File: config.mk
export PLATFORM = sky130hd
export DESIGN_NAME = market_quote_message_parser_flat
export DESIGN_NICKNAME = d
export VERILOG_FILES = /design/src/design/mqp_pkg.sv /design/src/design/mqp_feed_if.sv /design/src/design/mqp_rec_if.sv /design/src/design/mqp_parse.sv /design/src/design/mqp_out_buf.sv /design/src/design/market_quote_message_parser.sv /design/src/flat_wrapper.sv
export SDC_FILE = /design/constraint.sdc
export NUM_CORES = 1
export LEC_CHECK = 0
export BUFFER_PORTS_ARGS = -buffer_cell sky130_fd_sc_hd__buf_4
export CORE_MARGIN = 4
export CORE_UTILIZATION = 55
export CTS_CLUSTER_DIAMETER = 150
export DETAILED_ROUTE_END_ITERATION = 8
export GPL_ROUTABILITY_DRIVEN = 0
export PLACE_DENSITY = 0.7
export SLEW_MARGIN = 15
export SYNTH_ARGS = -nofsm -noshare
export SYNTH_HDL_FRONTEND = slang
export SYNTH_SLANG_ARGS = --single-unit
File: constraint.sdc
create_clock -name clk -period 23.5 [get_ports clk]
set_input_delay 1.175 -clock clk [delete_from_list [all_inputs] [get_ports clk]]
set_output_delay 1.175 -clock clk [all_outputs]
set_load 0.03 [all_outputs]
File: src/design/mqp_pkg.sv
package mqp_pkg;

    localparam int unsigned POS_W   = 8;
    localparam int unsigned CNT_W   = 4;
    localparam int unsigned PHASE_W = 3;
    localparam int unsigned DIGIT_W = 7;
    localparam int unsigned NUM_W   = 27;
    localparam int unsigned SYM_W   = 48;
    localparam int unsigned PRICE_W = 20;

    localparam logic [POS_W-1:0] POS_SEQ_LO    = 8'd6;
    localparam logic [POS_W-1:0] POS_SEQ_HI    = 8'd9;
    localparam logic [POS_W-1:0] POS_SYM_LO    = 8'd10;
    localparam logic [POS_W-1:0] POS_SYM_HI    = 8'd15;
    localparam logic [POS_W-1:0] POS_TIME_LO   = 8'd16;
    localparam logic [POS_W-1:0] POS_TIME_HI   = 8'd21;
    localparam logic [POS_W-1:0] POS_FLAGS     = 8'd22;
    localparam logic [POS_W-1:0] POS_STATUS    = 8'd24;
    localparam logic [POS_W-1:0] POS_VOL_LO    = 8'd25;
    localparam logic [POS_W-1:0] POS_VOL_HI    = 8'd28;
    localparam logic [POS_W-1:0] POS_REC_START = 8'd29;
    localparam logic [POS_W-1:0] POS_SUMMARY   = 8'd31;
    localparam logic [POS_W-1:0] POS_MAX       = 8'd255;
    localparam logic [POS_W-1:0] MIN_MSG_LEN   = 8'd32;

    localparam logic [PHASE_W-1:0] PHASE_QTY_FIRST = 3'd3;
    localparam logic [PHASE_W-1:0] PHASE_LAST      = 3'd6;

    localparam logic [7:0] ASCII_SPACE  = 8'h20;
    localparam int unsigned FLAG_TRADE   = 7;
    localparam int unsigned FLAG_NO_BOOK = 0;
    localparam int unsigned STATUS_SIM   = 7;

    typedef enum logic [2:0] {
        KIND_SUMMARY = 3'd0,
        KIND_TRADE   = 3'd1,
        KIND_BID     = 3'd2,
        KIND_ASK     = 3'd3,
        KIND_END     = 3'd4
    } kind_t;

    typedef struct packed {
        kind_t              record_kind;
        logic [NUM_W-1:0]   sequence_number;
        logic [SYM_W-1:0]   symbol_code;
        logic [SYM_W-1:0]   match_time;
        logic [NUM_W-1:0]   total_volume;
        logic [PRICE_W-1:0] price_cents;
        logic [NUM_W-1:0]   quantity;
        logic [2:0]         level_index;
        logic [1:0]         content_mask;
        logic               digit_error;
        logic               truncated;
        logic               last_of_run;
    } rec_t;

    typedef struct packed {
        logic valid;
        logic two;
        rec_t first;
        rec_t second;
    } pair_t;

    typedef struct packed {
        logic               bad;
        logic [DIGIT_W-1:0] value;
    } bcd_t;

    function automatic bcd_t bcd_byte(input logic [7:0] b);
        logic [3:0] hi;
        logic [3:0] lo;
        bcd_t       r;
        hi = b[7:4];
        lo = b[3:0];
        r.bad = (hi > 4'd9) || (lo > 4'd9);
        if (hi > 4'd9)
        begin
            hi = 4'd9;
        end
        if (lo > 4'd9)
        begin
            lo = 4'd9;
        end
        r.value = {hi, 3'b000} + {2'b00, hi, 1'b0} + {3'b000, lo};
        return r;
    endfunction

    function automatic logic [NUM_W-1:0] acc100_num(input logic [NUM_W-1:0] a,
                                                   input logic [DIGIT_W-1:0] d);
        return {a[NUM_W-7:0], 6'b0} + {a[NUM_W-6:0], 5'b0} + {a[NUM_W-3:0], 2'b0}
             + {{(NUM_W-DIGIT_W){1'b0}}, d};
    endfunction

    function automatic logic [PRICE_W-1:0] acc100_price(input logic [PRICE_W-1:0] a,
                                                       input logic [DIGIT_W-1:0] d);
        return {a[PRICE_W-7:0], 6'b0} + {a[PRICE_W-6:0], 5'b0} + {a[PRICE_W-3:0], 2'b0}
             + {{(PRICE_W-DIGIT_W){1'b0}}, d};
    endfunction

    function automatic logic [CNT_W-1:0] record_total(input logic [7:0] flags,
                                                     input logic sim);
        logic [CNT_W-1:0] n;
        n = {3'b000, flags[FLAG_TRADE]};
        if (!flags[FLAG_NO_BOOK])
        begin
            n = n + {1'b0, flags[6:4]} + {1'b0, flags[3:1]};
        end
        if (sim)
        begin
            n = '0;
        end
        return n;
    endfunction

endpackage

File: src/design/mqp_feed_if.sv
interface mqp_feed_if;
    logic       valid;
    logic       ready;
    logic [7:0] data_byte;
    logic       end_of_message;

    modport source (output valid, output data_byte, output end_of_message, input ready);
    modport sink (input valid, input data_byte, input end_of_message, output ready);
endinterface

File: src/design/mqp_rec_if.sv
interface mqp_rec_if;
    logic        valid;
    logic        ready;
    logic [2:0]  record_kind;
    logic [26:0] sequence_number;
    logic [47:0] symbol_code;
    logic [47:0] match_time;
    logic [26:0] total_volume;
    logic [19:0] price_cents;
    logic [26:0] quantity;
    logic [2:0]  level_index;
    logic [1:0]  content_mask;
    logic        digit_error;
    logic        truncated;
    logic        last_of_run;

    modport source (
        output valid, input ready,
        output record_kind, output sequence_number, output symbol_code,
        output match_time, output total_volume, output price_cents,
        output quantity, output level_index, output content_mask,
        output digit_error, output truncated, output last_of_run
    );
    modport sink (
        input valid, output ready,
        input record_kind, input sequence_number, input symbol_code,
        input match_time, input total_volume, input price_cents,
        input quantity, input level_index, input content_mask,
        input digit_error, input truncated, input last_of_run
    );
endinterface

File: src/design/mqp_parse.sv
module mqp_parse (
    input  logic            clk,
    input  logic            rst_n,
    mqp_feed_if.sink        feed,
    input  logic            buf_ready,
    output mqp_pkg::pair_t  result_pair
);

    logic                             in_valid_reg;
    logic [7:0]                       byte_reg;
    logic                             eom_reg;
    logic                             fire;

    logic [mqp_pkg::POS_W-1:0]        pos_reg, pos_next;
    logic [mqp_pkg::NUM_W-1:0]        seq_reg, seq_next, seq_upd;
    logic [mqp_pkg::SYM_W-1:0]        sym_reg, sym_next, sym_upd;
    logic                             space_reg, space_next, space_upd;
    logic [mqp_pkg::SYM_W-1:0]        time_reg, time_next, time_upd;
    logic [7:0]                       flags_reg, flags_next, flags_upd;
    logic                             sim_reg, sim_next, sim_upd;
    logic [mqp_pkg::NUM_W-1:0]        vol_reg, vol_next, vol_upd;
    logic [mqp_pkg::PRICE_W-1:0]      price_reg, price_next, price_upd;
    logic [mqp_pkg::NUM_W-1:0]        qty_reg, qty_next, qty_upd;
    logic [mqp_pkg::CNT_W-1:0]        lvl_cnt_reg, lvl_cnt_next, lvl_cnt_upd;
    logic [1:0]                       err_reg, err_next, err_upd;
    logic [1:0]                       mask_reg, mask_next, mask_upd;
    logic [mqp_pkg::PHASE_W-1:0]      phase_reg, phase_next, phase_upd;

    mqp_pkg::bcd_t                    bcd;
    logic [mqp_pkg::CNT_W-1:0]        total;
    logic                             is_summary;
    logic                             rec_active;
    logic                             rec_done;
    logic                             is_trade;
    logic [mqp_pkg::CNT_W-1:0]        rec_j;
    logic [2:0]                       nbid;
    logic [mqp_pkg::POS_W-1:0]        need;
    logic [mqp_pkg::POS_W-1:0]        times7;
    logic                             trunc;
    mqp_pkg::rec_t                    base_rec;
    mqp_pkg::rec_t                    sum_rec;
    mqp_pkg::rec_t                    lvl_rec;
    mqp_pkg::rec_t                    end_rec;

    assign fire       = in_valid_reg && buf_ready;
    assign feed.ready = !in_valid_reg || buf_ready;

    always_ff @(posedge clk or negedge rst_n)
    begin
        if (!rst_n)
        begin
            in_valid_reg <= 1'b0;
        end
        else if (feed.ready)
        begin
            in_valid_reg <= feed.valid;
        end
    end

    always_ff @(posedge clk)
    begin
        if (feed.ready && feed.valid)
        begin
            byte_reg <= feed.data_byte;
            eom_reg  <= feed.end_of_message;
        end
    end

    always_comb
    begin
        bcd        = mqp_pkg::bcd_byte(byte_reg);
        seq_upd    = seq_reg;
        sym_upd    = sym_reg;
        space_upd  = space_reg;
        time_upd   = time_reg;
        flags_upd  = flags_reg;
        sim_upd    = sim_reg;
        vol_upd    = vol_reg;
        price_upd  = price_reg;
        qty_upd    = qty_reg;
        lvl_cnt_upd = lvl_cnt_reg;
        err_upd    = err_reg;
        mask_upd   = mask_reg;
        phase_upd  = phase_reg;

        if (pos_reg >= mqp_pkg::POS_SEQ_LO && pos_reg <= mqp_pkg::POS_SEQ_HI)
        begin
            seq_upd = mqp_pkg::acc100_num(seq_reg, bcd.value);
            if (bcd.bad)
            begin
                err_upd[0] = 1'b1;
            end
        end
        else if (pos_reg >= mqp_pkg::POS_SYM_LO && pos_reg <= mqp_pkg::POS_SYM_HI)
        begin
            space_upd = space_reg || (byte_reg == mqp_pkg::ASCII_SPACE);
            sym_upd   = {sym_reg[mqp_pkg::SYM_W-9:0], space_upd ? 8'h00 : byte_reg};
        end
        else if (pos_reg >= mqp_pkg::POS_TIME_LO && pos_reg <= mqp_pkg::POS_TIME_HI)
        begin
            time_upd = {time_reg[mqp_pkg::SYM_W-9:0], byte_reg};
        end
        else if (pos_reg == mqp_pkg::POS_FLAGS)
        begin
            flags_upd = byte_reg;
        end
        else if (pos_reg == mqp_pkg::POS_STATUS)
        begin
            sim_upd  = byte_reg[mqp_pkg::STATUS_SIM];
            mask_upd = sim_upd ? 2'b00
                     : {!flags_reg[mqp_pkg::FLAG_NO_BOOK], flags_reg[mqp_pkg::FLAG_TRADE]};
        end
        else if (pos_reg >= mqp_pkg::POS_VOL_LO && pos_reg <= mqp_pkg::POS_VOL_HI)
        begin
            vol_upd = mqp_pkg::acc100_num(vol_reg, bcd.value);
            if (bcd.bad)
            begin
                err_upd[0] = 1'b1;
            end
        end

        total      = mqp_pkg::record_total(flags_reg, sim_reg);
        is_summary = (pos_reg == mqp_pkg::POS_SUMMARY);
        rec_active = (pos_reg >= mqp_pkg::POS_REC_START) && (lvl_cnt_reg < total);
        rec_done   = rec_active && (phase_reg == mqp_pkg::PHASE_LAST);

        if (rec_active)
        begin
            if (phase_reg < mqp_pkg::PHASE_QTY_FIRST)
            begin
                price_upd = mqp_pkg::acc100_price(price_reg, bcd.value);
            end
            else
            begin
                qty_upd = mqp_pkg::acc100_num(qty_reg, bcd.value);
            end
            if (bcd.bad)
            begin
                err_upd[1] = 1'b1;
            end
        end

        // The record phase follows the byte position from the first record byte on.
        if (pos_reg >= mqp_pkg::POS_REC_START && pos_reg != mqp_pkg::POS_MAX)
        begin
            phase_upd = (phase_reg == mqp_pkg::PHASE_LAST) ? '0 : phase_reg + 3'd1;
        end

        is_trade = flags_reg[mqp_pkg::FLAG_TRADE];
        nbid     = flags_reg[6:4];
        rec_j    = lvl_cnt_reg - {3'b000, is_trade};

        base_rec                 = '0;
        base_rec.sequence_number = seq_upd;
        base_rec.symbol_code     = sym_upd;
        base_rec.match_time      = time_upd;
        base_rec.total_volume    = vol_upd;

        sum_rec             = base_rec;
        sum_rec.record_kind = mqp_pkg::KIND_SUMMARY;
        sum_rec.digit_error = err_upd[0];

        lvl_rec             = base_rec;
        lvl_rec.price_cents = price_upd;
        lvl_rec.quantity    = qty_upd;
        lvl_rec.digit_error = err_upd[1];
        if (is_trade && lvl_cnt_reg == '0)
        begin
            lvl_rec.record_kind = mqp_pkg::KIND_TRADE;
        end
        else if (rec_j < {1'b0, nbid})
        begin
            lvl_rec.record_kind = mqp_pkg::KIND_BID;
            lvl_rec.level_index = rec_j[2:0];
        end
        else
        begin
            lvl_rec.record_kind = mqp_pkg::KIND_ASK;
            lvl_rec.level_index = rec_j[2:0] - nbid;
        end

        if (rec_done)
        begin
            price_upd   = '0;
            qty_upd     = '0;
            err_upd[1]  = 1'b0;
            lvl_cnt_upd = lvl_cnt_reg + 4'd1;
        end

        times7 = {1'b0, total, 3'b000} - {4'b0000, total};
        need   = mqp_pkg::POS_REC_START + times7;
        if (need < mqp_pkg::MIN_MSG_LEN)
        begin
            need = mqp_pkg::MIN_MSG_LEN;
        end
        if (pos_reg <= mqp_pkg::POS_STATUS)
        begin
            trunc = 1'b1;
        end
        else
        begin
            trunc = ({1'b0, pos_reg} + 9'd1) < {1'b0, need};
        end

        end_rec              = base_rec;
        end_rec.record_kind  = mqp_pkg::KIND_END;
        end_rec.content_mask = mask_upd;
        end_rec.digit_error  = err_upd[0];
        end_rec.truncated    = trunc;
        end_rec.last_of_run  = 1'b1;

        result_pair.valid = fire && (is_summary || rec_done || eom_reg);
        result_pair.two   = eom_reg && (is_summary || rec_done);
        priority if (is_summary)
        begin
            result_pair.first = sum_rec;
        end
        else if (rec_done)
        begin
            result_pair.first = lvl_rec;
        end
        else
        begin
            result_pair.first = end_rec;
        end
        result_pair.first.last_of_run = !result_pair.two;
        result_pair.second            = end_rec;

        if (eom_reg)
        begin
            pos_next     = '0;
            seq_next     = '0;
            sym_next     = '0;
            space_next   = 1'b0;
            time_next    = '0;
            flags_next   = '0;
            sim_next     = 1'b0;
            vol_next     = '0;
            price_next   = '0;
            qty_next     = '0;
            lvl_cnt_next = '0;
            err_next     = '0;
            mask_next    = '0;
            phase_next   = '0;
        end
        else
        begin
            pos_next     = (pos_reg == mqp_pkg::POS_MAX) ? pos_reg : pos_reg + 8'd1;
            seq_next     = seq_upd;
            sym_next     = sym_upd;
            space_next   = space_upd;
            time_next    = time_upd;
            flags_next   = flags_upd;
            sim_next     = sim_upd;
            vol_next     = vol_upd;
            price_next   = price_upd;
            qty_next     = qty_upd;
            lvl_cnt_next = lvl_cnt_upd;
            err_next     = err_upd;
            mask_next    = mask_upd;
            phase_next   = phase_upd;
        end
    end

    always_ff @(posedge clk or negedge rst_n)
    begin
        if (!rst_n)
        begin
            pos_reg     <= '0;
            seq_reg     <= '0;
            sym_reg     <= '0;
            space_reg   <= 1'b0;
            time_reg    <= '0;
            flags_reg   <= '0;
            sim_reg     <= 1'b0;
            vol_reg     <= '0;
            price_reg   <= '0;
            qty_reg     <= '0;
            lvl_cnt_reg <= '0;
            err_reg     <= '0;
            mask_reg    <= '0;
            phase_reg   <= '0;
        end
        else if (fire)
        begin
            pos_reg     <= pos_next;
            seq_reg     <= seq_next;
            sym_reg     <= sym_next;
            space_reg   <= space_next;
            time_reg    <= time_next;
            flags_reg   <= flags_next;
            sim_reg     <= sim_next;
            vol_reg     <= vol_next;
            price_reg   <= price_next;
            qty_reg     <= qty_next;
            lvl_cnt_reg <= lvl_cnt_next;
            err_reg     <= err_next;
            mask_reg    <= mask_next;
            phase_reg   <= phase_next;
        end
    end

endmodule

File: src/design/mqp_out_buf.sv
module mqp_out_buf (
    input  logic            clk,
    input  logic            rst_n,
    input  mqp_pkg::pair_t  result_pair,
    output logic            buf_ready,
    mqp_rec_if.source       records
);

    logic          out_valid_reg;
    logic          pend_valid_reg;
    mqp_pkg::rec_t out_reg;
    mqp_pkg::rec_t pend_reg;
    logic          taken;

    assign taken     = out_valid_reg && records.ready;
    assign buf_ready = !out_valid_reg || (records.ready && !pend_valid_reg);

    always_ff @(posedge clk or negedge rst_n)
    begin
        if (!rst_n)
        begin
            out_valid_reg  <= 1'b0;
            pend_valid_reg <= 1'b0;
        end
        else if (result_pair.valid)
        begin
            out_valid_reg  <= 1'b1;
            pend_valid_reg <= result_pair.two;
        end
        else if (taken)
        begin
            out_valid_reg  <= pend_valid_reg;
            pend_valid_reg <= 1'b0;
        end
    end

    always_ff @(posedge clk)
    begin
        if (result_pair.valid)
        begin
            out_reg  <= result_pair.first;
            pend_reg <= result_pair.second;
        end
        else if (taken && pend_valid_reg)
        begin
            out_reg <= pend_reg;
        end
    end

    assign records.valid           = out_valid_reg;
    assign records.record_kind     = out_reg.record_kind;
    assign records.sequence_number = out_reg.sequence_number;
    assign records.symbol_code     = out_reg.symbol_code;
    assign records.match_time      = out_reg.match_time;
    assign records.total_volume    = out_reg.total_volume;
    assign records.price_cents     = out_reg.price_cents;
    assign records.quantity        = out_reg.quantity;
    assign records.level_index     = out_reg.level_index;
    assign records.content_mask    = out_reg.content_mask;
    assign records.digit_error     = out_reg.digit_error;
    assign records.truncated       = out_reg.truncated;
    assign records.last_of_run     = out_reg.last_of_run;

endmodule

File: src/design/market_quote_message_parser.sv
// A byte waits in the input register until the output stage has room; its first record
// then goes to the output register and a second one to the pending register, which moves
// up once the first is taken. Throughput: one byte per cycle while records are taken; a
// byte that ends a message after a summary or a price record holds the input until both
// drain. Reset: rst_n clears the parser state and both buffer valids; no clearing pass.
module market_quote_message_parser (
    input  logic       clk,
    input  logic       rst_n,
    mqp_feed_if.sink   feed,
    mqp_rec_if.source  records
);

    mqp_pkg::pair_t result_pair;
    logic           buf_ready;

    mqp_parse u_parse (
        .clk         (clk),
        .rst_n       (rst_n),
        .feed        (feed),
        .buf_ready   (buf_ready),
        .result_pair (result_pair)
    );

    mqp_out_buf u_out_buf (
        .clk         (clk),
        .rst_n       (rst_n),
        .result_pair (result_pair),
        .buf_ready   (buf_ready),
        .records     (records)
    );

    // The parser only writes a record pair when the output stage has room.
    assert property (@(posedge clk) disable iff (!rst_n)
        result_pair.valid |-> buf_ready)
        else $error("record pair written into a full output stage");

    // A byte with two records always ends its message with the end record last.
    assert property (@(posedge clk) disable iff (!rst_n)
        result_pair.valid && result_pair.two |->
            result_pair.second.record_kind == mqp_pkg::KIND_END
            && result_pair.second.last_of_run && !result_pair.first.last_of_run)
        else $error("second record of a pair is not a closing end record");

    // The end record is always the last record of its run.
    assert property (@(posedge clk) disable iff (!rst_n)
        records.valid && records.record_kind == mqp_pkg::KIND_END |-> records.last_of_run)
        else $error("end record not marked last of run");

endmodule

File: src/flat_wrapper.sv
// flat-port wrapper written by rule: the top's interface ports become plain ports
module market_quote_message_parser_flat 
  (clk, rst_n, feed_valid, feed_data_byte, feed_end_of_message, feed_ready, records_valid, records_ready, records_record_kind, records_sequence_number, records_symbol_code, records_match_time, records_total_volume, records_price_cents, records_quantity, records_level_index, records_content_mask, records_digit_error, records_truncated, records_last_of_run);
  mqp_feed_if feed_i ();
  mqp_rec_if records_i ();
  input  logic clk;
  input  logic rst_n;
  input wire logic [$bits(feed_i.valid)-1:0] feed_valid;
  input wire logic [$bits(feed_i.data_byte)-1:0] feed_data_byte;
  input wire logic [$bits(feed_i.end_of_message)-1:0] feed_end_of_message;
  output wire logic [$bits(feed_i.ready)-1:0] feed_ready;
  output wire logic [$bits(records_i.valid)-1:0] records_valid;
  input wire logic [$bits(records_i.ready)-1:0] records_ready;
  output wire logic [$bits(records_i.record_kind)-1:0] records_record_kind;
  output wire logic [$bits(records_i.sequence_number)-1:0] records_sequence_number;
  output wire logic [$bits(records_i.symbol_code)-1:0] records_symbol_code;
  output wire logic [$bits(records_i.match_time)-1:0] records_match_time;
  output wire logic [$bits(records_i.total_volume)-1:0] records_total_volume;
  output wire logic [$bits(records_i.price_cents)-1:0] records_price_cents;
  output wire logic [$bits(records_i.quantity)-1:0] records_quantity;
  output wire logic [$bits(records_i.level_index)-1:0] records_level_index;
  output wire logic [$bits(records_i.content_mask)-1:0] records_content_mask;
  output wire logic [$bits(records_i.digit_error)-1:0] records_digit_error;
  output wire logic [$bits(records_i.truncated)-1:0] records_truncated;
  output wire logic [$bits(records_i.last_of_run)-1:0] records_last_of_run;
  assign feed_i.valid = feed_valid;
  assign feed_i.data_byte = feed_data_byte;
  assign feed_i.end_of_message = feed_end_of_message;
  assign feed_ready = feed_i.ready;
  assign records_valid = records_i.valid;
  assign records_i.ready = records_ready;
  assign records_record_kind = records_i.record_kind;
  assign records_sequence_number = records_i.sequence_number;
  assign records_symbol_code = records_i.symbol_code;
  assign records_match_time = records_i.match_time;
  assign records_total_volume = records_i.total_volume;
  assign records_price_cents = records_i.price_cents;
  assign records_quantity = records_i.quantity;
  assign records_level_index = records_i.level_index;
  assign records_content_mask = records_i.content_mask;
  assign records_digit_error = records_i.digit_error;
  assign records_truncated = records_i.truncated;
  assign records_last_of_run = records_i.last_of_run;
  market_quote_message_parser u_core (.clk(clk), .rst_n(rst_n), .feed(feed_i), .records(records_i));
endmodule
# Word-level counts from Yosys, hierarchy flattened
# Cells that the tools add are included.
dict set report totals {
  register_bits 600
  input_bits 13
  output_inout_bits 210
  elab_cells 213
}
dict set report classes {
  n_addsub 24
  n_lt_le_gt_ge 17
  reduce_logical 40
  n_eq_ne 12
  mux 82
}
# operator count
set op_table {}
lappend op_table {{208-bit 2-to-1 mux} 4}
lappend op_table {{27-bit 2-to-1 mux} 13}
lappend op_table {{48-bit 2-to-1 mux} 7}
lappend op_table {{27-bit adder} 6}
lappend op_table {{27-bit by 7-bit adder with 27-bit output} 3}
lappend op_table {{20-bit 2-to-1 mux} 4}
lappend op_table {{8-bit 2-to-1 mux} 9}
lappend op_table {{20-bit adder} 2}
lappend op_table {{1-bit 2-to-1 mux} 25}
lappend op_table {{8-bit by 5-bit == test with 1-bit output (second input constant)} 3}
lappend op_table {{8-bit by 5-bit >= comparator with 1-bit output (second input constant)} 3}
lappend op_table {{8-bit by 5-bit <= comparator with 1-bit output (second input constant)} 3}
lappend op_table {{4-bit 2-to-1 mux} 6}
lappend op_table {{20-bit by 7-bit adder with 20-bit output} 1}
lappend op_table {{2-bit 2-to-1 mux} 9}
lappend op_table {{8-bit by 4-bit <= comparator with 1-bit output (second input constant)} 2}
lappend op_table {{1-bit logical AND} 15}
lappend op_table {{3-bit 2-to-1 mux} 5}
lappend op_table {{2-bit nonzero test} 7}
lappend op_table {{2-bit != test (second input constant)} 5}
lappend op_table {{8-bit by 1-bit adder with 9-bit output (second input constant)} 1}
lappend op_table {{9-bit by 8-bit less-than comparator with 1-bit output} 1}
lappend op_table {{5-bit by 8-bit adder with 8-bit output (first input constant)} 1}
lappend op_table {{8-bit by 1-bit adder with 8-bit output (second input constant)} 1}
lappend op_table {{27 further kinds} 39}

# Longest topological paths before layout
# Gate-level depths: netlist of the first run.
dict set report depth {
  depth_word 14
  depth_mapped 22
  depth_no_buf 22
}

# Modules after synthesis
# Synthesis of the first run repeated with hierarchy kept, for this count alone.
dict set report unflattened {
  cells_unflattened 2932
  hier_area_um2 36851.6
}
# module area_per_inst_um2 instances seq_area_each_um2 cells_per_inst
set by_module_without_submodules {}
lappend by_module_without_submodules {mqp_parse 20963.9 1 5900.7 2275}
lappend by_module_without_submodules {mqp_out_buf 15887.7 1 12542.0 657}

# Worst setup path after synthesis of the first run
# No wires, ideal clock.
dict set report synth_path {
  path_kind {register -> register}
  startpoint {register u_core.u_parse.flags_reg[7]}
  endpoint {register u_core.u_out_buf.out_reg, in the netlist u_core.u_out_buf.records.content_mask[0], enable pin}
  period_less_slack_ns 8.448
  setup_ns 0.577
  path_stages_with_launch 17
  t_arrival_ns 7.871
  path_buffers 3
  slack_ns 15.052
  t_required_ns 22.923
  cell_sequence {dfrtp_1 > fa_1 > inv_1 > fa_1 > xor2_1 > nor3_1 > inv_1 > ha_1 > a21o_1 > a21oi_1 > nand4_1 > nand2_1 > o21ai_1 > buf_2 > buf_2 > buf_2 > nand2_1}
}
dict set report synth_between {
  elab_chain_cells 11
}
# item line_no
set synth_lines {}
lappend synth_lines {{start, declared} mqp_parse.sv:19} ;# logic [7:0] flags_reg, flags_next, flags_upd;
lappend synth_lines {{start signal, assigned} mqp_parse.sv:291} ;# flags_reg <= flags_next;
lappend synth_lines {{1-bit by 3-bit adder with 4-bit output} mqp_pkg.sv:106} ;# n = n + {1'b0, flags[6:4]} + {1'b0, flags[3:1]};
lappend synth_lines {{4-bit by 3-bit adder with 4-bit output} mqp_pkg.sv:106}
lappend synth_lines {{4-bit 2-to-1 mux *} mqp_pkg.sv:104} ;# if (!flags[FLAG_NO_BOOK])
lappend synth_lines {{4-bit 2-to-1 mux *} mqp_pkg.sv:108} ;# if (sim)
lappend synth_lines {{4-bit less-than comparator *} mqp_parse.sv:124} ;# rec_active = (pos_reg >= mqp_pkg::POS_REC_START) && (lvl_cnt_reg < total);
lappend synth_lines {{1-bit logical AND *} mqp_parse.sv:124}
lappend synth_lines {{1-bit logical AND *} mqp_parse.sv:125} ;# rec_done = rec_active && (phase_reg == mqp_pkg::PHASE_LAST);
lappend synth_lines {{1-bit logical OR * (2 in a row)} mqp_parse.sv:212} ;# result_pair.valid = fire && (is_summary || rec_done || eom_reg);
lappend synth_lines {{1-bit logical AND *} mqp_parse.sv:212}
lappend synth_lines {{2-bit nonzero test (no source line) *} -}
lappend synth_lines {{end signal, assigned} mqp_out_buf.sv:41} ;# out_reg <= result_pair.first;
lappend synth_lines {{end signal, assigned} mqp_out_buf.sv:46} ;# out_reg <= pend_reg;
lappend synth_lines {{end, declared} mqp_out_buf.sv:11} ;# mqp_pkg::rec_t out_reg;
# Mark *: on every way between the ends. The rest lies on a longest branch, timed or not.
# A chain may end at the register's enable or synchronous reset.

==> reports/results.tsv, run 1 <==
metric	value	unit
status	finished, final reports clean	
fin_util	63.3	%
drtPass1Iterations	5	
synth_top_family_by_area	adder cells	
core	57700	sq um
grt_usage	24.0	%
fin_crit	6570	ps
synth_cells	2797	
critical_path.startpoint	u_core.u_parse.byte_reg[7]	
skew	32.4	ps
synth-simple-area-share	10.2	%
grt_max_degree	155	
cts.sinks	598	
first_global_vias	22400	
syn_avg_cell_area	11.4	sq um
final_cell_mix	471 x nand2_1, 371 x edfxtp_1, 243 x buf_4	
max_slew_margin	27.7	%
synthDistinctLibCells	75	
seqPwrFrac	48.7	%
rsz0062_at_grt	false	
fin_nets	3298	
wl_per_cell	19.7	microns
worstPathMaxFanout	12	
worst_slew_pin_slew	1080	ps
post-cts-setup-buffer-count	0	
async_flop_share	38.0	%
syn2layout_area_growth	14.1	%
critPathCapture	u_core.u_out_buf.records.sequence_number[23]	
cts.root.buffer_cell	clkbuf_16	
fin_crit_sh	27.9	%
final_common_cell	nand2_1	
portBuffers	222	
arrival	6900	ps
tns	0	ps
internal_power	1.83	mW
hold_viol_final	0	
drt_iter0_drc	1419	
holdCritPathClass	flip-flop to flip-flop	
start_util	55.5	%
num_rows	88	
die_y	249	microns
synth_compound_area_share	12.7	%
ios	223	
ctsHtreeMaxLevel	3	
routed_wl	75.1	mm
power.switching	0.613	mW
p_total	2.45	mW
p_comb_share	10.1	%
endpoint_kind	flip-flop	
hpwl	51.2	mm
dpl_cell_area	34400	sq um
hp-start	u_core.u_parse.price_reg[19]	
clockPowerShare	41.2	%
synth_ff_type	edfxtp_1	
drive_gt1_share	14.7	%
ys_seq_area_share	52.6	%
drc_errors	0	
grt_antenna_before_repair	1	
hold_buffers	0	
swShare	25.0	%
r2r_end	u_core.u_out_buf.records.sequence_number[23]	
crit_type	flip-flop to flip-flop	
slew_violations	0	
finalSetupViolations	0	
synth_fa_ha_area_share	13.8	%
power_leakage	17.1	nW
yosysTopAreaCell	edfxtp_1	
synth_mux_area_share	4.60	%
synth_seq_cells	598	
r2r-start	u_core.u_parse.byte_reg[7]	
largest_register_ff_count	154	
synth_xor_area_share	2.74	%
cts_tree	done	
detail_route.vias_per_cell	5.82	
r2r_setup_slack	16930	ps
num_vias	22100	
fmax	152	MHz
grt_overflow	0	
startpoint_type	flip-flop	
clk_latency	600	ps
synth_edf_count	371	
ys_warn_count	0	
max-cap-violations	0	
ff2ff_path_depth	21	
cts_resized	0	
synth_area	32000	sq um
die_w	249	microns
synth_area_leaders	edfxtp_1 35%, dfrtp_1 18%, ha_1 8.1%	
ir_drop	64.0	uV
cp.required	23830	ps
powerDensity	67.0	nW/um^2
die-area	62100	sq um
cts_buffer_depth	3	
synth_top_area_share	34.8	%
finalInstanceArea	36500	sq um
cts_buffers	66	
drtAntennaViolNets	0	
fill_cells	4557	
synth_nets	3109	
grt_pass1_wl	122	mm
clk_pin_slew	60	ps
cells in the mapped netlist, drive strengths merged (20+ instances only):
cell and n:
a211oi 20, a21o 33, a21oi 130, a22o 108, buf 46, clkbuf 79, dfrtp 227, edfxtp 371
fa 91, ha 208, inv 143, mux2 73, mux2i 64, nand2 473, nand3 24, nor2 113
nor3 21, o21ai 249, xnor2 64, xor2 36
routing by layer:
layer / global-route usage (%) / routed length, microns / part of all wire [%]
met5: 0 / 0 / 0
met3: 3.79 / 4250 / 5.7
met2: 39.3 / 35900 / 48
met4: 6.71 / 1520 / 2.0
met1: 33.6 / 33300 / 44
worst max-delay path, stage by stage, from the launching register on:
cell,delay [ps]
edfxtp_1,630
o21ai_0,210
nand2b_1,140
inv_1,70
fa_1,570
inv_1,70
ha_1,310
a21o_1,170
a21oi_1,170
xor2_1,360
inv_1,240
fa_1,490
fa_1,480
ha_1,360
o211ai_1,250
o211ai_2,150
a2111oi_4,470
nor2_2,100
a311o_1,390
xor2_1,160
mux2_4,270
mux2_4,260
per-stage QoR:
step | setup WS, ps | instances | hold slack (ps)
2_1_floorplan | 15050 | 2797 | 449
3_3_place_gp | 17130 | 3682 | 464
6_report | 16930 | 3804 | 486
4_1_cts | 16940 | 3802 | 492
5_1_grt | 16590 | 3804 | 512
3_5_place_dp | 16960 | 3682 | 479
cell type report:
| class | instances | area, sq um | share of cell area [%] |
|---|---|---|---|
| Sequential cell | 598 | 16800 | 46.1 |
| Multi-Input combinational cell | 1931 | 14200 | 38.8 |
| Clock inverter | 28 | 295 | 0.809 |
| Antenna cell | 1 | 2.50 | 0.00685 |
| Inverter | 143 | 544 | 1.49 |
| Tap cell | 765 | 957 | 2.62 |
| Clock buffer | 92 | 1820 | 4.98 |
| Timing Repair Buffer | 246 | 1890 | 5.17 |
power groups by stage:
stage,Combinational (mW),Clock [mW],Sequential [mW]
final,0.248,1.01,1.19
after global routing,0.271,1.08,1.19
after CTS,0.250,1.03,1.19
after detailed placement,0.249,0,1.21
after global placement,0.242,0,1.21
after floorplan,0.110,0,1.26
cells by family after synthesis:
family | Yosys count
fa+ha+maj | 299
buf+inv | 268
mux | 137
compound gates | 639
flops | 598
simple gates | 756
xor+xnor | 100
worst min path at each step:
| stage | end | slack [ps] | depth (start not counted) |
|---|---|---|---|
| after detailed placement | u_core.u_parse.sym_reg[44] | 480 | 2 |
| after floorplan | u_core.u_parse.price_reg[18] | 450 | 2 |
| after global placement | u_core.u_parse.sym_reg[47] | 460 | 2 |
| after CTS | u_core.u_parse.sym_reg[44] | 490 | 2 |
| after global routing | u_core.u_parse.sym_reg[40] | 510 | 2 |
| final | u_core.u_parse.price_reg[19] | 490 | 2 |
Power figures use the tool's default switching activity.
==> run 2: changes to the inputs <==
==> constraint.sdc (replaced) <==
create_clock -name clk -period 6.43 [get_ports clk]
set_input_delay 0.3215 -clock clk [delete_from_list [all_inputs] [get_ports clk]]
set_output_delay 0.3215 -clock clk [all_outputs]
set_load 0.03 [all_outputs]
==> run 2 against run 1 <==
Clock power grew to 3.7 times the previous value. Cell count is 0.60% higher. Clock skew is 12 ps lower. Power grew to 3.7 times the previous value. Fmax is 6.7% higher. Critical path depth stayed put. Final area is 0.70% higher. Core utilization is 0.44 points higher. Sequential cell count stayed put. Via count is 1.2% higher. Critical path type unchanged. Largest cell class unchanged. Largest power group unchanged. Highest routed layer is now met5.
==> reports/results.tsv, run 2 (synthesis gave the netlist of run 1 again) <==
metric	value	unit	change
hold_ws	314	ps	-172 ps
grt_pass1_wl	124	mm	+1.6%
startpoint_type	flip-flop		
power_leakage	17.2	nW	+0.70%
cts.sinks	598		unchanged
status	finished, final reports clean		
start_util	55.5	%	unchanged
crit_type	flip-flop to flip-flop		
grt_usage	24.4	%	+0.49 points
grt_max_degree	143		-7.7%
cp.required	6780	ps	-17050 ps
holdCritPathClass	input port to async pin		
num_vias	22400		+1.2%
fin_nets	3321		+0.70%
worstPathMaxFanout	5		-7
die_w	249	microns	unchanged
drc_errors	0		unchanged
first_global_vias	22500		+0.58%
drtAntennaViolNets	0		unchanged
fin_crit_sh	95.7	%	+68 points
fmax	162	MHz	+6.7%
portBuffers	222		unchanged
slew_violations	0		unchanged
max-cap-violations	0		unchanged
ios	223		unchanged
drive_gt1_share	15.1	%	+0.41 points
cts_tree	done		
final_cell_mix	471 x nand2_1, 371 x edfxtp_1, 253 x buf_4		
die-area	62100	sq um	unchanged
dpl_cell_area	34500	sq um	+0.35%
diodes	0		-1
ff2ff_path_depth	21		unchanged
grt_antenna_before_repair	1		unchanged
hold_viol_final	0		unchanged
worst_slew_pin_slew	1030	ps	-50.1 ps
tns	0	ps	unchanged
endpoint_kind	flip-flop		
syn2layout_area_growth	14.9	%	
ir_drop	188	uV	+190%
drtPass1Iterations	5		unchanged
grt_overflow	0		unchanged
arrival	6500	ps	-400 ps
routed_wl	76.4	mm	+1.8%
rsz0062_at_grt	false		
clk_pin_slew	60	ps	about the same
fin_crit	6160	ps	-410 ps
clk_latency	610	ps	about the same
cts_buffer_depth	3		unchanged
cts.root.buffer_cell	clkbuf_16		
final_common_cell	nand2_1		
powerDensity	245	nW/um^2	+270%
hpwl	52.2	mm	+1.9%
max_slew_margin	31.4	%	+3.7 points
core	57700	sq um	unchanged
die_y	249	microns	unchanged
largest_register_ff_count	154		unchanged
finalInstanceArea	36800	sq um	+0.70%
detail_route.vias_per_cell	5.85		+0.62%
num_rows	88		unchanged
drt_iter0_drc	1766		+24%
ctsHtreeMaxLevel	3		unchanged
wl_per_cell	20.0	microns	+1.2%
skew	20.6	ps	-11.8 ps
cts_buffers	66		unchanged
finalSetupViolations	0		unchanged
[run 2: cell types whose count changed in the layout (fill, tap and decap cells not counted), sizes merged]
cell / previous run / this run
dlygate4sd3: 0 / 12
clkinvlp: 1 / 0
clkinv: 20 / 21
diode: 1 / 0
bufinv: 4 / 5
buf: 246 / 257
[run 2: power by group]
part | switching [mW] | total, mW | internal [mW]
clock | 1.54 | 3.73 | 2.19
combinational | 0.646 | 0.927 | 0.281
sequential | 0.0785 | 4.35 | 4.27
[run 2: layout make-up]
cell class / count / area, sq um
sequential: 598 / 16800
fill: 4526 / 20900
timing repair buffer: 269 / 2090
inverter: 143 / 544
tap: 765 / 957
clock inverter: 29 / 328
multi-input combinational: 1931 / 14200
clock buffer: 92 / 1810
[run 2: repair_timing]
action,4_1_cts,5_1_grt
hold buffers,12,0
endpoints found under the setup margin,0,7
gates resized for setup,0,3
buffers inserted,0,1
endpoints found under the hold margin,112,0
[run 2: worst paths after layout]
path,start,endpoint,slack [ps]
worst max-delay path,u_core.u_parse.byte_reg[7],u_core.u_out_buf.records.sequence_number[23],270
worst min-delay path,rst_n,u_core.u_parse.qty_reg[23],310
worst max register to register,u_core.u_parse.byte_reg[7],u_core.u_out_buf.records.sequence_number[23],270
worst min register to register,u_core.u_parse.sym_reg[42],u_core.u_parse.sym_reg[42],480
max in group asynchronous,rst_n,u_core.u_parse.time_reg[17],4470
min in group clk,feed_valid,u_core.u_parse.in_valid_reg,460
[run 2: worst max-delay path, cell delays in order, from the launching register on]
cell and delay (ps):
edfxtp_1 460, nor2b_1 190, inv_1 80, fa_1 610
inv_1 60, ha_1 280, a21o_1 170, a21oi_2 190
xor2_2 290, inv_2 150, fa_1 460, fa_1 470
ha_1 360, o211ai_1 290, o211ai_2 160, a2111oi_4 370
buf_4 200, nor2_2 50, a311o_1 380, xor2_1 150
mux2_4 270, mux2_4 250
[run 2: per-layer routing]
metal	up-vias	part of all wire, %	track usage [%]	wire length [microns]
li1	10400	-	-	-
met1	11100	44	34.2	33500
met3	131	5.7	3.99	4330
met4	2	2.6	7.62	1950
met2	692	48	39.8	36600
met5	-	0.010	0	8
[run 2: per-stage QoR]
step	worst slack (ps)	util [%]	total power [mW]	instances
after floorplan	56.2	-	4.98	2797
after global placement	233	59.8	5.33	3693
after detailed placement	148	59.8	5.35	3693
after CTS	144	63.7	9.09	3826
after global routing	10.2	63.7	9.35	3827
final	274	63.7	9.01	3827
